[config.mk]
export PLATFORM = sky130hd
export DESIGN_NAME = gcom_locate
export DESIGN_NICKNAME = d
export VERILOG_FILES = /design/src/design/gcom_pkg.sv /design/src/design/gcom_locate.sv
export SDC_FILE = /design/constraint.sdc
export NUM_CORES = 1
export LEC_CHECK = 0
export ABC_CLOCK_PERIOD_IN_PS = 3100
export BUFFER_PORTS_ARGS = -buffer_cell sky130_fd_sc_hd__buf_2
export CORE_AREA = 2 2 81 83
export DETAILED_ROUTE_END_ITERATION = 12
export DIE_AREA = 0 0 83 85
export GPL_TIMING_DRIVEN = 0
export PLACE_DENSITY = 0.75
export RECOVER_POWER = 100
export SYNTH_ARGS = -nofsm -noshare
export SYNTH_HDL_FRONTEND = slang
export SYNTH_SLANG_ARGS = --single-unit
[constraint.sdc]
create_clock -name vclk -period 3.1
set_input_delay 0.155 -clock vclk [all_inputs]
set_output_delay 0.155 -clock vclk [all_outputs]
set_load 0.05 [all_outputs]
[src/design/gcom_pkg.sv]
// ----------------------------------------------------------------------------
// Grid occupancy map package
// Request and response types, request codes and register indexes.
// ----------------------------------------------------------------------------
`default_nettype none

package gcom_pkg;

    localparam int COORD_W = 16;
    localparam int OBJ_W   = 16;
    localparam int CFG_W   = 16;
    localparam int CIDX_W  = 2;

    // request codes
    localparam logic [2:0] REQ_LOAD  = 3'd0;
    localparam logic [2:0] REQ_CANGO = 3'd1;
    localparam logic [2:0] REQ_MOVE  = 3'd2;
    localparam logic [2:0] REQ_LEAVE = 3'd3;
    localparam logic [2:0] REQ_FIND  = 3'd4;

    // register indexes
    localparam logic [CIDX_W-1:0] CFG_MIN_X = 2'd0;
    localparam logic [CIDX_W-1:0] CFG_MAX_X = 2'd1;
    localparam logic [CIDX_W-1:0] CFG_MIN_Y = 2'd2;
    localparam logic [CIDX_W-1:0] CFG_MAX_Y = 2'd3;

    typedef struct packed {
        logic [2:0]                req_type;
        logic signed [COORD_W-1:0] target_x;
        logic signed [COORD_W-1:0] target_y;
        logic signed [COORD_W-1:0] current_x;
        logic signed [COORD_W-1:0] current_y;
        logic [OBJ_W-1:0]          object_id;
        logic                      through_objects;
        logic                      claim_cells;
        logic                      in_room;
        logic                      wall_bit;
    } req_t;

    typedef struct packed {
        logic             ok;
        logic [OBJ_W-1:0] occupant;
    } rsp_t;

    // one stored map cell
    typedef struct packed {
        logic             wall;
        logic [OBJ_W-1:0] occupant;
    } cell_t;

endpackage

`default_nettype wire

[src/design/gcom_locate.sv]
// ----------------------------------------------------------------------------
// Grid occupancy map cell locator
// Bounds check of a world coordinate and its column and row in the grid.
// ----------------------------------------------------------------------------
`default_nettype none

module gcom_locate
    import gcom_pkg::*;
#(
    parameter int GRID_WIDTH  = 64,
    parameter int GRID_HEIGHT = 64
)
(
    input  wire logic signed [COORD_W-1:0] x,
    input  wire logic signed [COORD_W-1:0] y,
    input  wire logic signed [CFG_W-1:0]   min_x,
    input  wire logic signed [CFG_W-1:0]   max_x,
    input  wire logic signed [CFG_W-1:0]   min_y,
    input  wire logic signed [CFG_W-1:0]   max_y,
    output logic                           in_map,
    output logic [((GRID_WIDTH > 1) ? $clog2(GRID_WIDTH) : 1)-1:0]   col,
    output logic [((GRID_HEIGHT > 1) ? $clog2(GRID_HEIGHT) : 1)-1:0] row
);

    localparam int COL_W = (GRID_WIDTH > 1) ? $clog2(GRID_WIDTH) : 1;
    localparam int ROW_W = (GRID_HEIGHT > 1) ? $clog2(GRID_HEIGHT) : 1;

    logic [COORD_W:0] col_full;
    logic [COORD_W:0] row_full;
    logic             in_window;

    // both differences are non-negative whenever the window test passes
    assign col_full  = {x[COORD_W-1], x} - {min_x[CFG_W-1], min_x};
    assign row_full  = {max_y[CFG_W-1], max_y} - {y[COORD_W-1], y};
    assign in_window = (x >= min_x) && (x <= max_x) && (y >= min_y) && (y <= max_y);

    assign in_map = in_window
                 && (col_full < (COORD_W+1)'(GRID_WIDTH))
                 && (row_full < (COORD_W+1)'(GRID_HEIGHT));
    assign col    = col_full[COL_W-1:0];
    assign row    = row_full[ROW_W-1:0];

endmodule

`default_nettype wire

==> run_results.csv, run 1 <==
group,metric,value,unit
logic_synthesis,synth_nets,568,
route,via_per_inst,5.46,
cells_and_area,nFillCells,614,
sta,period_share,99.5,%
cells_and_area,fin_util,58.2,%
logic_synthesis,synth_compound_gate_area_share,32.2,%
sta,max_freq,0.324,GHz
die,dieArea,7060,sq um
power,fin_total_pwr,0.741,mW
die,dieWidth,83,um
worst_setup_path,worst_ep_arrival_time,2930,ps
die,rows,29,
power,cellLeakagePower,1.98,nW
cells_and_area,seq_cells,0,
cells_and_area,drive_above_1_share,25.3,%
route,dr.pass1.iters,4,
placed_design,io_buffers,109,
global_route,grt_pass1_vias,3153,
power,clkPwrFrac,0,%
power,swShare,59.8,%
worst_setup_path,startpoint,"x[0]",
logic_synthesis,synth_cells,406,
job,maxCapViolations,0,
cells_and_area,multiInputGateArea,2510,sq um
logic_synthesis,yosys_warnings,0,
worst_setup_path,cp-end-kind,"primary output",
sta,hold_violations,0,
worst_setup_path,path_class,"in2out",
die,dieHeight,85,um
die,io_pins,109,
sta,min_period,3080,ps
cells_and_area,areaGrowthSynthToFinish,29.4,%
cells_and_area,final_cell_mix,"buf_2 (97), inv_1 (79), ha_1 (63), a21oi_1 (35), nor2_1 (26)",
power,ir_drop,0.152,mV
die,core-area,6200,sq um
sta,setup_ws,15.7,ps
worst_setup_path,start_kind,"input port",
placed_design,pre_cts_ws,-448,ps
worst_setup_path,crit_fanout,2,
route,vias,3316,
cells_and_area,final_common_cell,"buf_2",
global_route,grt_max_degree,11,
die,start_util,45.0,%
logic_synthesis,synth.distinct_cells,60,
cells_and_area,clockBufferCount,0,
logic_synthesis,synth_top_area_share,28.7,%
global_route,grt_overflow,0,
placed_design,gp_congestion,0.909,
run_status,status,"finished, final reports clean",
worst_setup_path,cp-endpoint,"in_map",
logic_synthesis,synthAdderAreaFrac,30.1,%
global_route,gr-usage-all-layers,21.5,%
cells_and_area,nets,694,
route,drtAntennaViolNets,0,
global_route,grt_antenna_before_repair,0,
power,powerDensity,205,nW/um^2
power,p_int,0.298,mW
power,share_seq_of_total_power,0,%
logic_synthesis,synthXorXnorAreaFrac,3.77,%
logic_synthesis,syn_area_per_cell,6.88,sq um
logic_synthesis,syn_area,2790,sq um
worst_hold_path,hold_class,"in2out",
global_route,grt_first_pass_wirelength,13300,um
sta,slew_headroom,59.0,%
sta,maxSlewViolCount,0,
route,routed_wl,8120,um
logic_synthesis,synth.area.mux_share,0.717,%
route,drc,0,
power,p_comb_share,100.0,%
logic_synthesis,ys_seq_area_share,0,%
sta,setup_violations,0,
power,p_switching,0.443,mW
cells_and_area,ff_latch_area,0,sq um
placed_design,place_hpwl,6910,um
sta,worst_slew_pin_slew,600,ps
sta,setup_tns,0,ps
sta,rsz0062_at_grt,"yes",
worst_setup_path,critPathRequiredTime,2940,ps
sta,hold_ws,861,ps
logic_synthesis,yosys.area.top_type,"ha_1",
logic_synthesis,synth_top_family_by_area,"compound AO/OA/AOI/OAI gates",
cells_and_area,antenna_cells,0,
route,drt-wirelength-per-cell,13.4,um
route,drtIter0Drc,177,
logic_synthesis,synth_area_leaders,"ha_1 (29%), inv_1 (11%), a21oi_1 (6.3%)",
logic_synthesis,yosys.area_share.simple,20.8,%
## Yosys cell counts (3+ instances only)
cell type,n
inv_1,81
ha_1,64
a21oi_1,35
nor2_1,26
nand2_1,19
a21o_1,12
nand4_1,12
o21ai_0,12
nand2b_1,10
nor3_1,9
a211oi_1,8
o21a_1,8
xnor2_1,8
nand3_1,7
nor2b_1,7
and3_1,5
a2111oi_0,4
a211o_1,4
o2111ai_1,4
o21ai_1,4
o21bai_1,4
o22ai_1,4
xor2_1,4
a221oi_1,3
o31ai_1,3
or3_1,3
## worst min-delay path by stage
stage,startpoint,endpoint,slack [ps],cells after the start
after detailed placement,min_x[0],col[0],770,4
after global routing,min_x[0],col[0],880,4
final,min_x[0],col[0],860,4
after global placement,min_x[0],col[0],750,4
after CTS,min_x[0],col[0],780,4
after floorplan,min_x[0],col[0],610,2
## cells by family after synthesis
group | Yosys count
AO/OA/AOI/OAI | 128
AND/OR/NAND/NOR | 110
adder cells (fa/ha/maj) | 66
multiplexers | 2
buffers and inverters | 88
XOR/XNOR | 12
## timing repair
action,4_1_cts,5_1_grt
pin swaps,12,8
buffers inserted,13,2
gates cloned,0,0
gates resized for setup,18,0
setup endpoints to repair,1,1
hold buffers,0,0
## area by class of cell
type / instances / share of cell area (%)
buffer: 6 / 1.11
inverter: 82 / 8.59
multi-input combinational: 318 / 69.5
tap: 77 / 2.67
timing repair buffer: 124 / 18.2
## critical path: stages
cell and delay [ps]:
buf_6 80, inv_4 30, buf_4 120, buf_4 120, buf_4 120, buf_4 120
buf_4 120, buf_4 120, buf_4 120, buf_4 120, ha_1 270, nand2_1 70
nor2_1 90, a21oi_1 100, a211oi_1 300, nand4_1 170, a2111oi_2 270, and4b_1 270
buf_6 160
## metrics by stage
step / instances / cell area [sq um]
final: 607 / 3610
after global routing: 607 / 3610
after CTS: 605 / 3610
after detailed placement: 592 / 3430
after global placement: 592 / 3430
after floorplan: 406 / 2790
## power groups by stage
stage | clock network (mW) | logic (mW) | registers [mW]
after floorplan | 0 | 0.509 | 0
final | 0 | 0.741 | 0
after global placement | 0 | 0.680 | 0
after global routing | 0 | 0.813 | 0
after CTS | 0 | 0.737 | 0
after detailed placement | 0 | 0.696 | 0
## routing by layer
layer | routed length, um | GRT usage (%)
met1 | 3510 | 26.6
met2 | 4090 | 42.2
met3 | 442 | 1.65
met4 | 69 | 1.79
met5 | 0 | 0
Note: power is estimated with default switching activity, not from simulation.
==> run 2: changes to the inputs <==
--- a/config.mk
+++ b/config.mk
@@ -5,13 +5,14 @@
 export SDC_FILE = /design/constraint.sdc
 export NUM_CORES = 1
 export LEC_CHECK = 0
+export ABC_AREA = 1
 export ABC_CLOCK_PERIOD_IN_PS = 3100
 export BUFFER_PORTS_ARGS = -buffer_cell sky130_fd_sc_hd__buf_2
-export CORE_AREA = 2 2 81 83
+export CORE_AREA = 2 2 86 88
 export DETAILED_ROUTE_END_ITERATION = 12
-export DIE_AREA = 0 0 83 85
+export DIE_AREA = 0 0 88 90
 export GPL_TIMING_DRIVEN = 0
-export PLACE_DENSITY = 0.75
+export PLACE_DENSITY = 0.74
 export RECOVER_POWER = 100
 export SYNTH_ARGS = -nofsm -noshare
 export SYNTH_HDL_FRONTEND = slang
==> run 2 against run 1 <==
  * Cell count grew 35%
  * Global-route usage shrank 0.49 points
  * Non-clock buffer count shrank 20
  * Combinational power shrank 0.9%
  * Critical endpoint unchanged
==> run_results.csv, run 2 <==
group,metric,value,unit
placed_design,placedCellCount,819,
sta,max_freq,0.403,GHz
job,maxCapViolations,0,
die,dieHeight,90,um
placed_design,io_buffers,109,
route,via_per_inst,4.66,
route,drc,0,
worst_setup_path,worst_ep_arrival_time,2330,ps
worst_setup_path,cp_num_cells,17,
worst_setup_path,crit_fanout,4,
cells_and_area,drive_above_1_share,16.1,%
cells_and_area,seq_cells,0,
cells_and_area,ff_latch_area,0,sq um
placed_design,gp_congestion,0.920,
worst_setup_path,cp_cell_sequence,"buf_2 -> inv_1 -> ha_1 -> inv_1 -> fa_1 -> nand3_1 -> nand3_2 -> nand2_1 -> nand3b_1 -> nand2_1 -> nand3_1 -> nor2_1 -> nand2_1 -> nor2_1 -> nand3_1 -> nor2_1 -> buf_2",
sta,worst_slew_pin_slew,610,ps
placed_design,placed_cell_area,3860,sq um
logic_synthesis,synth.distinct_cells,32,
route,vias,3819,
worst_setup_path,critPathRequiredTime,2940,ps
worst_setup_path,worst-path-buf-inv,4,
route,wl_met1,3620,um
sta,min_period,2480,ps
logic_synthesis,ys_seq_area_share,0,%
global_route,grt_antenna_before_repair,0,
worst_setup_path,cpPeakStageDelay,430,ps
die,core-area,7020,sq um
power,ir_drop,0.102,mV
cells_and_area,final_cell_mix,"nand2_1 (216), inv_1 (145), buf_2 (98), ha_1 (64), nor2_1 (47)",
sta,hold_ws,842,ps
worst_setup_path,startpoint,"x[0]",
worst_setup_path,cp-endpoint,"in_map",
die,io_pins,109,
route,dr.pass1.iters,4,
clock_tree,post-cts-setup-buffers,0,
power,powerDensity,191,nW/um^2
logic_synthesis,synth_nets,773,
die,start_util,45.5,%
worst_setup_path,critPathTopFamily,"simple AND/OR/NAND/NOR gates",
die,dieWidth,88,um
route,wl_met3,299,um
sta,slew_headroom,59.5,%
logic_synthesis,synth_common_cells,"nand2_1 (216), inv_1 (145), ha_1 (64)",
worst_setup_path,path_class,"in2out",
run_status,status,"finished, final reports clean",
route,drtAntennaViolNets,0,
worst_setup_path,slowest_stage,"fa_1",
sta,period_share,80.1,%
cells_and_area,nets,884,
cells_and_area,clockBufferCount,0,
logic_synthesis,syn_area,3190,sq um
global_route,grt_overflow,0,
route,met2_wirelength,4300,um
clock_tree,ctsHoldBuffers,0,
logic_synthesis,yosys_warnings,0,
worst_setup_path,start_kind,"input port",
route,routed_wl,8370,um
die,dieArea,7920,sq um
sta,hold_violations,0,
logic_synthesis,synth_area_leaders,"nand2_1 (25%), ha_1 (25%), inv_1 (17%)",
route,drtIter0Drc,100,
worst_setup_path,cp-end-kind,"primary output",
route,routed.top_layer,"met4",
sta,setup_tns,0,ps
placed_design,place_hpwl,7730,um
cells_and_area,areaGrowthSynthToFinish,20.5,%
logic_synthesis,yosys.area.top_type,"nand2_1",
sta,rsz0062_at_grt,"no",
cells_and_area,stdcell_count,819,
logic_synthesis,syn_area_per_cell,5.23,sq um
global_route,grt_pass1_vias,3706,
die,rows,31,
global_route,grt_first_pass_wirelength,14300,um
worst_hold_path,hold_class,"in2out",
clock_tree,cts_resized,0,
cells_and_area,antenna_cells,0,
sta,setup_violations,0,
cells_and_area,final_common_cell,"nand2_1",
global_route,grt_max_degree,8,
logic_synthesis,synth_cells,611,
sta,maxSlewViolCount,0,
logic_synthesis,synth_most_common_cell,"nand2_1",
power,cellLeakagePower,2.58,nW
cells_and_area,finalInstanceArea,3850,sq um
route,drt-wirelength-per-cell,10.2,um
logic_synthesis,synth_top_area_share,25.4,%
global_route,gr-usage-all-layers,21.0,%
==> run 2: changes by cell type in the layout (fill, tap and decap cells not counted), sizes merged, moves of 13 or more <==
cell / before / now
nor2: 26 / 51
inv: 82 / 147
nand2: 19 / 222
nand3: 7 / 34
buf: 116 / 98
a21o: 14 / 1
==> run 2: where the power goes <==
part / total, mW / switching, mW / internal [mW]
Clock: 0 / 0 / 0
Combinational: 0.734 / 0.479 / 0.255
Sequential: 0 / 0 / 0
Total: 0.734 / 0.479 / 0.255
==> run 2: layer usage <==
| layer | GRT usage (%) | vias to the layer above |
|---|---|---|
| li1 | - | 2101 |
| met1 | 23.7 | 1624 |
| met2 | 42.2 | 83 |
| met3 | 0.735 | 11 |
| met4 | 4.10 | 0 |
| met5 | 0 | - |
==> run 2: worst min path at each step <==
stage                   from  slack [ps]      to  cells after the start
floorplan           min_x[0]         610  col[0]                      2
global placement    min_x[0]         750  col[0]                      4
detailed placement  min_x[0]         750  col[0]                      4
CTS                 min_x[0]         760  col[0]                      4
global route        min_x[0]         880  col[0]                      4
finish              min_x[0]         840  col[0]                      4
==> run 2: metrics by stage <==
stage | setup WS (ps) | utilization, % | power [mW]
after floorplan | 669 | - | 0.549
after global placement | 644 | 55.0 | 0.731
after detailed placement | 606 | 55.0 | 0.744
after CTS | 599 | 55.0 | 0.747
after global routing | 403 | 54.8 | 0.841
final | 616 | 54.8 | 0.734
==> run 2: tightest hold or removal path, cell delays in order <==
cell and delay [ps]:
buf_2 80, ha_1 130, inv_1 40, clkbuf_1 280
==> run 2: final cells by class <==
class                      instances  area (sq um)
fill                             767          3170
timing repair buffer             109           531
buffer                             1          5.00
tap                               99           124
multi-input combinational        463          2640
inverter                         147           552
==> run 2: kinds of logic (layout without fill, tap and decap cells) <==
| family | Yosys count | in the layout | synth area share, % |
|---|---|---|---|
| buf+inv | 148 | 257 | 17.4 |
| simple gates | 335 | 335 | 44.7 |
| xor+xnor | 9 | 9 | 2.47 |
| compound gates | 53 | 53 | 9.05 |
| fa+ha+maj | 66 | 66 | 26.3 |
==> run 3: changes to the inputs <==
--- a/config.mk
+++ b/config.mk
@@ -6,13 +6,13 @@
 export NUM_CORES = 1
 export LEC_CHECK = 0
 export ABC_AREA = 1
-export ABC_CLOCK_PERIOD_IN_PS = 3100
+export ABC_CLOCK_PERIOD_IN_PS = 2100
 export BUFFER_PORTS_ARGS = -buffer_cell sky130_fd_sc_hd__buf_2
 export CORE_AREA = 2 2 86 88
 export DETAILED_ROUTE_END_ITERATION = 12
 export DIE_AREA = 0 0 88 90
 export GPL_TIMING_DRIVEN = 0
-export PLACE_DENSITY = 0.74
+export PLACE_DENSITY = 0.77
 export RECOVER_POWER = 100
 export SYNTH_ARGS = -nofsm -noshare
 export SYNTH_HDL_FRONTEND = slang
==> constraint.sdc (replaced) <==
create_clock -name vclk -period 2.1
set_input_delay 0.105 -clock vclk [all_inputs]
set_output_delay 0.105 -clock vclk [all_outputs]
set_load 0.05 [all_outputs]
==> run 3 against run 2 <==
  * Total power is 61% higher
  * Cell count is 0.98% higher
  * Clock-buffer cell count did not move
  * Flip-flop and latch count unchanged
  * Combinational power up 61%
  * Final area is 7.5% higher
  * Non-clock buffer count is 8 higher
  * Via count grew 2.1%
  * Highest routed layer unchanged
==> run_results.csv, run 3 (synthesis gave the netlist of run 2 again) <==
group,metric,value,unit
power,powerDensity,286,nW/um^2
die,io_pins,109,
cells_and_area,areaGrowthSynthToFinish,29.5,%
worst_setup_path,path_class,"in2out",
sta,max_freq,0.490,GHz
global_route,grt_first_pass_wirelength,14200,um
sta,hold_violations,0,
worst_setup_path,critPathRequiredTime,2000,ps
route,dr.pass1.iters,4,
cells_and_area,clockBufferCount,0,
route,via_per_inst,4.72,
worst_setup_path,crit_fanout,5,
global_route,grt_pass1_vias,3596,
sta,min_period,2040,ps
die,dieHeight,90,um
die,dieArea,7920,sq um
sta,worst_slew_pin_slew,611,ps
power,fin_total_pwr,1.18,mW
cells_and_area,nets,892,
worst_setup_path,start_kind,"input port",
worst_setup_path,cp-end-kind,"primary output",
cells_and_area,stdcell_count,827,
route,drc,0,
sta,setup_ws,58.0,ps
placed_design,gp_congestion,0.897,
cells_and_area,final_common_cell,"nand2_1",
power,cellLeakagePower,2.63,nW
power,ir_drop,0.170,mV
placed_design,io_buffers,109,
job,maxCapViolations,0,
worst_hold_path,whs_endpoint,"col[0]",
worst_hold_path,worstHoldStart,"min_x[0]",
run_status,status,"finished, final reports clean",
worst_setup_path,cpPeakStageDelay,360,ps
route,drt-wirelength-per-cell,10.6,um
route,drtAntennaViolNets,0,
cells_and_area,seq_cells,0,
placed_design,pre_cts_ws,-307,ps
die,start_util,45.5,%
die,dieWidth,88,um
worst_hold_path,holdPathStages,4,
worst_setup_path,cp_cell_sequence,"buf_2 -> ha_1 -> nand2_1 -> nor2_2 -> and2_1 -> nand2_2 -> nand2_2 -> inv_1 -> a21oi_2 -> nand2_1 -> nor2_2 -> nand3_2 -> nor2_4 -> buf_8",
route,drtIter0Drc,77,
die,rows,31,
cells_and_area,drive_above_1_share,23.9,%
global_route,grt_antenna_before_repair,0,
sta,period_share,97.2,%
global_route,grt_overflow,0,
worst_setup_path,slowest_stage,"ha_1",
global_route,gr-usage-all-layers,20.9,%
cells_and_area,fin_util,58.9,%
cells_and_area,antenna_cells,0,
route,routed_wl,8740,um
cells_and_area,final_cell_mix,"nand2_1 (203), inv_1 (141), buf_2 (95), ha_1 (53), nor2_1 (37)",
sta,maxSlewViolCount,0,
worst_hold_path,hold_class,"in2out",
sta,rsz0062_at_grt,"yes",
placed_design,placedCellCount,819,
sta,setup_violations,0,
sta,slew_headroom,59.5,%
cells_and_area,ff_latch_area,0,sq um
placed_design,place_hpwl,7710,um
route,vias,3901,
die,core-area,7020,sq um
global_route,grt_max_degree,8,
worst_setup_path,worst_ep_arrival_time,1940,ps
## run 3: cell types whose count changed in the layout (fill, tap and decap cells not counted), moves of 6 or more
cell,change
ha_2,+7
ha_1,-11
buf_4,+9
nor2_1,-10
nand2_2,+12
nand3_1,-6
nand2_1,-13
nor2_2,+8
## run 3: cell type report
class	instances	area, sq um
well taps	99	124
repair buffers	117	607
plain buffers	1	7.51
inverters	147	557
multi-input cells	463	2840
fillers	718	2880
## run 3: stage by stage
| step | hold slack, ps | setup TNS [ps] | cell area, sq um |
|---|---|---|---|
| floorplan | 515 | 0 | 3200 |
| global placement | 653 | -284 | 3870 |
| detailed placement | 661 | -307 | 3870 |
| CTS | 673 | 0 | 4030 |
| global route | 792 | -123 | 4140 |
| finish | 755 | 0 | 4140 |
## run 3: report_power, final
part	switching, mW	internal, mW
Clock	0	0
Combinational	0.758	0.426
Sequential	0	0
Total	0.758	0.426
## run 3: critical path: cells and delay by family
kind / cells / cell delay [ps]
fa+ha+maj: 1 / 360
compound gates: 1 / 100
simple gates: 9 / 1060
buf+inv: 3 / 310
## run 3: worst max path at each step
stage / start / cells past startpoint / slack, ps / endpoint
floorplan: x[0] / 17 / 110 / in_map
global placement: x[0] / 19 / -280 / in_map
detailed placement: x[0] / 19 / -310 / in_map
CTS: y[15] / 15 / 4 / in_map
global route: x[8] / 14 / -120 / in_map
finish: x[9] / 14 / 60 / in_map
## run 3: what timing repair did
action	in CTS	in global routing
pin swaps	21	12
gates resized for setup	27	36
endpoints found under the setup margin	1	1
buffers inserted	8	0
hold buffers	0	0
## run 3: layer usage
metal / global-route usage [%] / up-vias / part of all wire, %
li1: - / 2120 / -
met1: 25.1 / 1674 / 43
met4: 3.46 / 0 / 1.4
met3: 0.551 / 10 / 4.0
met2: 40.6 / 97 / 51
met5: 0 / - / 0
